==> src/hw/rtl/hcbd_pkg.sv <==
// Package for the chunked body decoder: phase encoding, size width,
// byte codes and the hex digit decode. No dependencies.
package hcbd_pkg;

    localparam int SIZE_BITS = 32;

    typedef logic [SIZE_BITS-1:0] t_size;

    typedef enum logic [2:0] {
        PH_SIZE   = 3'd0,
        PH_SIZECR = 3'd1,
        PH_DATA   = 3'd2,
        PH_TRL1   = 3'd3,
        PH_TRL2   = 3'd4,
        PH_ENDCR  = 3'd5,
        PH_ENDLF  = 3'd6
    } t_phase;

    localparam logic [7:0] CH_CR  = 8'h0D;
    localparam logic [7:0] CH_LF  = 8'h0A;
    localparam logic [7:0] CH_SP  = 8'h20;
    localparam logic [7:0] CH_TAB = 8'h09;
    localparam logic [7:0] CH_VT  = 8'h0B;
    localparam logic [7:0] CH_FF  = 8'h0C;

    typedef struct packed {
        logic       ok;
        logic [3:0] val;
    } t_hex;

    // ASCII hex digit, either case
    function automatic t_hex hex_decode(input logic [7:0] b);
        t_hex h;
        h.ok  = 1'b0;
        h.val = 4'd0;
        if (b >= 8'h30 && b <= 8'h39) begin
            h.ok  = 1'b1;
            h.val = 4'(b - 8'h30);
        end else if (b >= 8'h61 && b <= 8'h66) begin
            h.ok  = 1'b1;
            h.val = 4'(b - 8'h57);
        end else if (b >= 8'h41 && b <= 8'h46) begin
            h.ok  = 1'b1;
            h.val = 4'(b - 8'h37);
        end
        return h;
    endfunction

    function automatic logic is_blank(input logic [7:0] b);
        return (b == CH_SP) || (b == CH_TAB) || (b == CH_VT) || (b == CH_FF);
    endfunction

endpackage

==> src/hw/rtl/http_chunked_body_decoder.sv <==
// Chunked transfer body decoder, top level.
// Depends on hcbd_pkg for phase encoding, size width and hex decode.
//
//  channel | handshake          | payload
//  --------+--------------------+-------------------------------------------
//  in      | i_valid / o_ready  | i_in_byte
//  out     | o_valid / i_ready  | o_payload_byte, o_payload_valid,
//          |                    | o_chunk_last, o_message_end, o_format_error
//
// One item in, one item out. Two register stages: an input register and a
// result register, with the decode step between them; sustained rate is one
// item per cycle while the output is not stalled.
// Synchronous active-low reset clears the valid flags of both stages, the
// phase, the size counter, the digit flags and the sticky error flag.
// A stalled output holds the result register; the input register then holds
// its item and o_ready drops until the result is taken.
module http_chunked_body_decoder (
    input  logic       i_clk,
    input  logic       i_rst_n,
    input  logic       i_valid,
    output logic       o_ready,
    input  logic [7:0] i_in_byte,
    output logic       o_valid,
    input  logic       i_ready,
    output logic [7:0] o_payload_byte,
    output logic       o_payload_valid,
    output logic       o_chunk_last,
    output logic       o_message_end,
    output logic       o_format_error
);

    // input stage
    logic       r_in_valid;
    logic [7:0] r_in_byte;

    // decoder state
    hcbd_pkg::t_phase r_phase,  n_phase;
    hcbd_pkg::t_size  r_remaining, n_remaining;
    logic             r_digits_closed, n_digits_closed;
    logic             r_saw_digit, n_saw_digit;
    logic             r_err, n_err;

    // result stage
    logic       r_out_valid;
    logic [7:0] r_payload_byte;
    logic       r_payload_valid, r_chunk_last, r_message_end, r_format_error;

    // combinational results of the step
    logic [7:0] c_pbyte;
    logic       c_pvalid, c_plast, c_mend;

    logic          step;    // item moves from input to result register
    hcbd_pkg::t_hex hx;
    hcbd_pkg::t_size dec;

    assign step    = r_in_valid && (!r_out_valid || i_ready);
    assign o_ready = !r_in_valid || step;

    assign hx  = hcbd_pkg::hex_decode(r_in_byte);
    assign dec = r_remaining - hcbd_pkg::t_size'(1);

    // next state
    always_comb begin
        n_phase         = r_phase;
        n_remaining     = r_remaining;
        n_digits_closed = r_digits_closed;
        n_saw_digit     = r_saw_digit;
        n_err           = r_err;
        unique case (r_phase)
            hcbd_pkg::PH_SIZECR: begin
                if (r_in_byte == hcbd_pkg::CH_LF) begin
                    if (r_saw_digit && (r_remaining != '0)) begin
                        n_phase = hcbd_pkg::PH_DATA;
                    end else begin
                        n_phase = hcbd_pkg::PH_ENDCR;
                    end
                end else if (r_in_byte != hcbd_pkg::CH_CR) begin
                    // lone CR: line goes on, digits already closed
                    n_phase = hcbd_pkg::PH_SIZE;
                end
            end
            hcbd_pkg::PH_DATA: begin
                n_remaining = dec;
                if (dec == '0) begin
                    n_phase = hcbd_pkg::PH_TRL1;
                end
            end
            hcbd_pkg::PH_TRL1: begin
                n_phase = hcbd_pkg::PH_TRL2;
            end
            hcbd_pkg::PH_TRL2: begin
                n_phase         = hcbd_pkg::PH_SIZE;
                n_remaining     = '0;
                n_digits_closed = 1'b0;
                n_saw_digit     = 1'b0;
            end
            hcbd_pkg::PH_ENDCR: begin
                if (r_in_byte == hcbd_pkg::CH_CR) begin
                    n_phase = hcbd_pkg::PH_ENDLF;
                end else begin
                    n_err           = 1'b1;
                    n_phase         = hcbd_pkg::PH_SIZE;
                    n_remaining     = '0;
                    n_digits_closed = 1'b0;
                    n_saw_digit     = 1'b0;
                end
            end
            hcbd_pkg::PH_ENDLF: begin
                if (r_in_byte != hcbd_pkg::CH_LF) begin
                    n_err = 1'b1;
                end
                n_phase         = hcbd_pkg::PH_SIZE;
                n_remaining     = '0;
                n_digits_closed = 1'b0;
                n_saw_digit     = 1'b0;
            end
            default: begin
                // size line (and any unused code)
                n_phase = hcbd_pkg::PH_SIZE;
                priority if (r_in_byte == hcbd_pkg::CH_CR) begin
                    n_digits_closed = 1'b1;
                    n_phase         = hcbd_pkg::PH_SIZECR;
                end else if (r_digits_closed) begin
                    n_digits_closed = 1'b1;
                end else if (!hx.ok) begin
                    // leading blanks skipped, anything else ends the digits
                    if (r_saw_digit || !hcbd_pkg::is_blank(r_in_byte)) begin
                        n_digits_closed = 1'b1;
                    end
                end else if (r_remaining[hcbd_pkg::SIZE_BITS-1 -: 4] != 4'd0) begin
                    // overflow: drop digit, keep size so far
                    n_err           = 1'b1;
                    n_digits_closed = 1'b1;
                end else begin
                    n_remaining = {r_remaining[hcbd_pkg::SIZE_BITS-5:0], hx.val};
                    n_saw_digit = 1'b1;
                end
            end
        endcase
    end

    // step outputs
    always_comb begin
        c_pvalid = 1'b0;
        c_plast  = 1'b0;
        c_mend   = 1'b0;
        c_pbyte  = 8'd0;
        unique case (r_phase)
            hcbd_pkg::PH_DATA: begin
                c_pvalid = 1'b1;
                c_pbyte  = r_in_byte;
                c_plast  = (dec == '0);
            end
            hcbd_pkg::PH_ENDLF: begin
                c_mend = (r_in_byte == hcbd_pkg::CH_LF);
            end
            default: begin
                c_pvalid = 1'b0;
            end
        endcase
    end

    // control registers
    always_ff @(posedge i_clk) begin
        if (!i_rst_n) begin
            r_in_valid      <= 1'b0;
            r_out_valid     <= 1'b0;
            r_phase         <= hcbd_pkg::PH_SIZE;
            r_remaining     <= '0;
            r_digits_closed <= 1'b0;
            r_saw_digit     <= 1'b0;
            r_err           <= 1'b0;
        end else begin
            if (o_ready) begin
                r_in_valid <= i_valid;
            end
            if (step) begin
                r_out_valid     <= 1'b1;
                r_phase         <= n_phase;
                r_remaining     <= n_remaining;
                r_digits_closed <= n_digits_closed;
                r_saw_digit     <= n_saw_digit;
                r_err           <= n_err;
            end else if (i_ready) begin
                r_out_valid <= 1'b0;
            end
        end
    end

    // payload registers
    always_ff @(posedge i_clk) begin
        if (o_ready && i_valid) begin
            r_in_byte <= i_in_byte;
        end
        if (step) begin
            r_payload_byte  <= c_pbyte;
            r_payload_valid <= c_pvalid;
            r_chunk_last    <= c_plast;
            r_message_end   <= c_mend;
            r_format_error  <= n_err;
        end
    end

    assign o_valid         = r_out_valid;
    assign o_payload_byte  = r_payload_byte;
    assign o_payload_valid = r_payload_valid;
    assign o_chunk_last    = r_chunk_last;
    assign o_message_end   = r_message_end;
    assign o_format_error  = r_format_error;

endmodule

==> config.mk <==
export PLATFORM = sky130hd
export DESIGN_NAME = http_chunked_body_decoder
export DESIGN_NICKNAME = d
export VERILOG_FILES = /design/src/hw/rtl/hcbd_pkg.sv /design/src/hw/rtl/http_chunked_body_decoder.sv
export SDC_FILE = /design/constraint.sdc
export NUM_CORES = 1
export LEC_CHECK = 0
export ABC_AREA = 1
export BUFFER_PORTS_ARGS = -buffer_cell sky130_fd_sc_hd__buf_4
export CAP_MARGIN = 30
export CORE_MARGIN = 5
export CORE_UTILIZATION = 27
export DETAILED_ROUTE_END_ITERATION = 12
export PLACE_DENSITY = 0.49
export SYNTH_ARGS = -nofsm -noshare
export SYNTH_HDL_FRONTEND = slang
export SYNTH_SLANG_ARGS = --single-unit
==> constraint.sdc <==
create_clock -name i_clk -period 2.3 [get_ports i_clk]
set_input_delay 0.115 -clock i_clk [delete_from_list [all_inputs] [get_ports i_clk]]
set_output_delay 0.115 -clock i_clk [all_outputs]
set_load 0.03 [all_outputs]
[After elaboration in Yosys (flattened, before gate mapping)]
Cells that the tools add are included.
Word-level totals
  bits in registers: 60
  latch bits: 0
  memory bits (writable): 0
  ROM bits: 0
  input port bits: 12
  output and inout port bits: 14
  word-level logic and storage cells: 115
  memories: 0
Cells by class
  $add $sub $neg: 4
  $mul: 0
  div/mod/pow operators: 0
  $lt $le $gt $ge: 6
  equality and inequality tests: 23
  shift operators: 0
  mux-type cells: 38
  bitwise operators: 2
  reduce and logical (&&, ||, !) cells: 29
Operators with widths (count)
  two-way mux 32 bit: 5
  one-hot mux 32 bit (4 select lines): 1
  equality test 8 x 4 -> 1 bit (second input constant): 5
  logical NOT 32 bit: 1
  nonzero test 32 bit: 1
  subtractor 32 x 1 -> 32 bit (second input constant): 1
  two-way mux 1 bit: 20
  >= comparator 8 x 7 -> 1 bit (second input constant): 2
  less-or-equal comparator 8 x 7 -> 1 bit (second input constant): 2
  != test 8 x 4 -> 1 bit (second input constant): 2
  two-way mux 3 bit: 5
  two-way mux 5 bit: 3
  one-hot mux 3 bit (5 select lines): 1
  AND reduction 7 bit: 2
  equality test 3 bit (second input constant): 3
  != test 3 x 2 -> 1 bit (second input constant): 3
  one-hot mux 1 bit (3 select lines): 3
  equality test 8 x 6 -> 1 bit (second input constant): 1
  >= comparator 8 x 6 -> 1 bit (second input constant): 1
  less-or-equal comparator 8 x 6 -> 1 bit (second input constant): 1
  != test 4 x 2 -> 1 bit (second input constant): 2
  nonzero test 4 bit: 2
  subtractor 4 x 3 -> 4 bit (second input constant): 2
  equality test 3 x 2 -> 1 bit (second input constant): 2
  14 further kinds: 31

[Logic depth before layout (Yosys ltp)]
  depth in word-level cells: 11
  gate-level depth with buffers: 17
  mapped depth without buffers: 17

[Least setup slack after synthesis]
Ideal clock, no wire load.
  kind: reg2reg
  start point: register r_in_byte[0]
  end point: register r_remaining[10]
  setup time: 0.119 ns
  data arrival time: 1.804 ns
  data required time: 2.181 ns
  path slack: 0.377 ns
  cell stages (with the launch flop): 13
  cells stage by stage: edfxtp_1 -> inv_1 -> ha_1 -> o21ai_0 -> nand2_1 -> nand2_2 -> nand2_2 -> inv_1 -> a21boi_2 -> o21ai_2 -> buf_4 -> buf_2 -> a21oi_1
On the way
  longest elaborated chain between the ends: 7
Ends and longest elaborated chain
  start: declaration: line http_chunked_body_decoder.sv:34  | logic [7:0] r_in_byte;
  start signal: assignment: line http_chunked_body_decoder.sv:193  | r_in_byte <= i_in_byte;
  >= comparator 8 x 7 -> 1 bit or less-or-equal comparator 8 x 7 -> 1 bit (tied branches): line hcbd_pkg.sv:42  | end else if (b >= 8'h41 && b <= 8'h46) begin
  logical AND 1 bit: line hcbd_pkg.sv:42
  two-way mux 5 bit: line hcbd_pkg.sv:42
  two-way mux 5 bit: line hcbd_pkg.sv:39  | end else if (b >= 8'h61 && b <= 8'h66) begin
  two-way mux 5 bit: line hcbd_pkg.sv:36  | if (b >= 8'h30 && b <= 8'h39) begin
  nonzero test 4 bit (no source line)
  AND reduction 7 bit (no source line) *
  end signal: assignment: line http_chunked_body_decoder.sv:180  | r_remaining <= n_remaining;
  end: declaration: line http_chunked_body_decoder.sv:38  | hcbd_pkg::t_size r_remaining, n_remaining;
Every way passes the cells marked *; elsewhere a longest branch is shown, timed or not.
A chain may end at the register's enable or synchronous reset.

[Worst setup path after layout]
  start point: register r_remaining[1]
  end point: register r_phase[2]
On the way
  longest elaborated chain between the ends: 5
Ends and longest elaborated chain
  parallel branches: the longest is 5 deep, another holds subtractor 32 x 1 -> 32 bit
  end signal: assignment: line http_chunked_body_decoder.sv:168  | r_phase <= hcbd_pkg::PH_SIZE;
  end signal: assignment: line http_chunked_body_decoder.sv:179  | r_phase <= n_phase;
  end: declaration: line http_chunked_body_decoder.sv:37  | hcbd_pkg::t_phase r_phase, n_phase;
Several ways; the timed one is not identified.

==> flow_summary_export.csv <==
group,metric,value,unit
run_status,status,"finished, final reports clean",
critical_path,crit_arrival,2480,ps
routing,totalWireLength,12200,um
synthesis,yosysMostFrequentCell,"nand2_1",
global_route,grt_max_degree,37,
cts,cts-buffers-inserted,9,
critical_path,cp_max_fo,7,
critical_path,worst-endpoint-required,2570,ps
timing,drv_slew,0,
routing,via_per_inst,4.89,
critical_path,cp-start-kind,"register",
floorplanning,ioPinCount,26,
routing,drtIter0Drc,267,
timing,maxSlewHeadroom,64.2,%
synthesis,synthCells,592,
synthesis,synth_edf_count,20,
synthesis,ys_async_sr_fraction,0,%
timing,tightest_slew,536,ps
synthesis,synth_top_area_cell,"dfxtp_1",
place,dp_slack,-85.9,ps
power_and_ir_drop,peakVddDrop,0.359,mV
power_and_ir_drop,power_frac_comb,29.5,%
floorplanning,die_x,131,um
critical_path,cp_cell_sequence,"inv_2, ha_4, nand3_4, nor2_4, buf_4, nand2_1, xor2_1, inv_2, nand3_1, nor2_2, nand3_2, nand2_4, nand3_1, a21oi_1",
synthesis,syn_avg_cell_area,6.67,um^2
routing,dr.pass1.iters,5,
timing,fin_crit,2210,ps
cells_and_area,layout.area.seq,1400,um^2
global_route,grt_pass1_wl,19800,um
global_route,first_global_vias,3962,
power_and_ir_drop,p_int,2.60,mW
critical_path,path_class,"register to register",
critical_path,critPathMaxStageDelay,330,ps
global_route,grtUsageMet3,2.80,%
timing,whs,71.6,ps
power_and_ir_drop,cellPowerDensity,791,nW/um^2
timing,finalCritPeriodShare,96.0,%
timing,layout_setup_ws,91.2,ps
min_path,hold_path_depth,4,
floorplanning,core-area,14400,um^2
synthesis,yosysWarnings,0,
synthesis,synthTopCellsByCount,"nand2_1, nor2_1, inv_1",
power_and_ir_drop,clkPwrFrac,39.8,%
global_route,grt_util_met1,19.1,%
timing,hold_viol_final,0,
cts,clock_path_buffers,2,
global_route,grt_antenna_before_repair,0,
floorplanning,start_util,27.4,%
job,maxCapViolCount,0,
critical_path,reg2reg_depth,14,
cells_and_area,n_fill_cell,1556,
power_and_ir_drop,seq_power_share,30.7,%
power_and_ir_drop,switching_power,1.29,mW
global_route,grtUsageTotal,14.8,%
floorplanning,dieArea,17100,um^2
synthesis,synth_top_cell_area_share,20.3,%
global_route,top_usage_layer,"met2",
global_route,grt_overflow,0,
floorplanning,rows,44,
cells_and_area,final_nets,654,
cts,htreeDepth,3,
routing,vias,4032,
synthesis,synth.net_count,611,
routing,antenna_left,0,
cts,cts_sinks,60,
synthesis,syn-cell-area,3950,um^2
timing,rsz0062_at_grt,"yes",
critical_path,endpoint_kind,"register",
power_and_ir_drop,p_leak,2.19,nW
cts,root_buffer,"clkbuf_16",
power_and_ir_drop,p_sw_share,33.2,%
critical_path,critical_path.slowest_cell,"dfxtp_2",
timing,fin_skew,2.92,ps
routing,drc_errors,0,
timing,setup_viol,0,
power_and_ir_drop,power,3.89,mW
cells_and_area,drive_gt1_share,18.6,%
cts,cts.clk_slew.worst_paths,50,ps
cells_and_area,syn2layout_area_growth,24.7,%
cells_and_area,stdcell_count,824,
cts,clk_latency,340,ps
synthesis,synth_cell_types,36,
synthesis,synth-seq-area-share,35.5,%
synthesis,synth_area_leaders,"dfxtp_1, edfxtp_1, nand2_1",
synthesis,ys_seq_elements,60,
routing,avgRoutedWirePerCell,14.8,um
place,place_inst,793,
place,hpwl,8710,um
cells_and_area,multi_input_area,2250,um^2
cts,cts_tree,"built",
synthesis,ys.flop_type,"dfxtp_1",
floorplanning,die_height,131,um
place,port_buffers,25,
global_route,met2_usage,24.6,%
timing,clock.fmax,0.453,GHz
min_path,hold_class,"primary input to register",
place,gp_congestion,0.875,
cells_and_area,antennaDiodeCount,0,
state kept, by name (all words and copies together), names as in the netlist:
signal	cells
o_chunk_last	1
o_format_error	1
o_message_end	1
o_payload_byte	8
o_payload_valid	1
o_valid	1
r_digits_closed	1
r_err	1
r_in_byte	8
r_in_valid	1
r_phase	3
r_remaining	32
r_saw_digit	1
placed cells by master (no fill, tap or decap), types with 2 or more instances in the layout:
master	Yosys	routed
a21oi_1	44	43
a22oi_1	10	10
a32oi_1	2	2
buf_4	2	37
buf_6	2	2
bufinv_16	0	3
clkbuf_1	8	2
clkbuf_16	0	9
clkinv_2	0	2
dfxtp_1	40	38
dfxtp_2	0	2
dlygate4sd3_1	0	8
edfxtp_1	20	20
ha_1	7	6
inv_1	68	66
inv_2	11	12
nand2_1	128	125
nand2_2	9	11
nand3_1	35	32
nand3_2	2	5
nand4_1	9	9
nor2_1	91	80
nor2_2	8	18
nor2_4	5	7
nor3_1	5	5
o211ai_1	4	4
o21ai_0	47	45
o21ai_1	6	7
o22ai_1	13	13
xor2_1	2	2
area by class of cell:
| class | count | share of cell area (%) |
|---|---|---|
| inverters | 80 | 6.15 |
| flip-flops and latches | 60 | 28.5 |
| clock buffers | 11 | 4.73 |
| multi-input cells | 436 | 45.8 |
| repair buffers | 48 | 8.13 |
| well taps | 184 | 4.68 |
| clock inverters | 5 | 2.03 |
worst max-delay path, delay by kind of cell, from the launching register on:
kind                       cells  cell delay, ps
buffers and inverters          3             300
and+or+nand+nor                8            1040
adders and majority gates      1             150
DFF                            1             330
AOI/OAI and AO/OA              1             150
xor gates and xnor gates       1             160
through the flow:
step	setup TNS, ps	area, um^2	util, %
2_1_floorplan	0	3950	-
3_3_place_gp	-315	4340	30.1
3_5_place_dp	-247	4340	30.1
4_1_cts	0	4780	33.1
5_1_grt	-309	4920	34.1
6_report	0	4920	34.1
cell families after synthesis:
logic type	after synthesis	synth area share, %
flops	60	35.5
xor+xnor	3	0.856
simple gates	295	33.1
buf+inv	97	9.95
fa+ha+maj	7	2.22
compound gates	130	18.4
power by group through the flow:
stage	registers (mW)	clock network, mW	logic [mW]
CTS	1.19	1.58	1.08
global placement	1.21	0	1.04
finish	1.19	1.55	1.15
floorplan	1.22	0	0.780
global route	1.20	1.62	1.29
detailed placement	1.21	0	1.05
final timing paths:
| path | start | endpoint | slack (ps) |
|---|---|---|---|
| setup reg to reg | r_remaining[1] | r_phase[2] | 90 |
| setup / recovery | r_remaining[1] | r_phase[2] | 90 |
| hold reg to reg | r_saw_digit | r_saw_digit | 470 |
| hold / removal | i_ready | o_valid | 70 |
per-layer routing:
| layer | vias up | routed length [um] |
|---|---|---|
| met5 | - | 0 |
| met4 | 0 | 213 |
| met3 | 17 | 503 |
| met2 | 89 | 5830 |
| met1 | 1884 | 5690 |
| li1 | 2042 | - |
timing repair:
| item | CTS | global route |
|---|---|---|
| buffers inserted | 1 | 5 |
| endpoints found under the setup margin | 3 | 30 |
| hold buffers | 8 | 0 |
| endpoints found under the hold margin | 8 | 0 |
| resized for setup | 3 | 32 |
| pin swaps | 1 | 12 |
| cloned | 1 | 0 |
(Power assumes the default switching activity.)
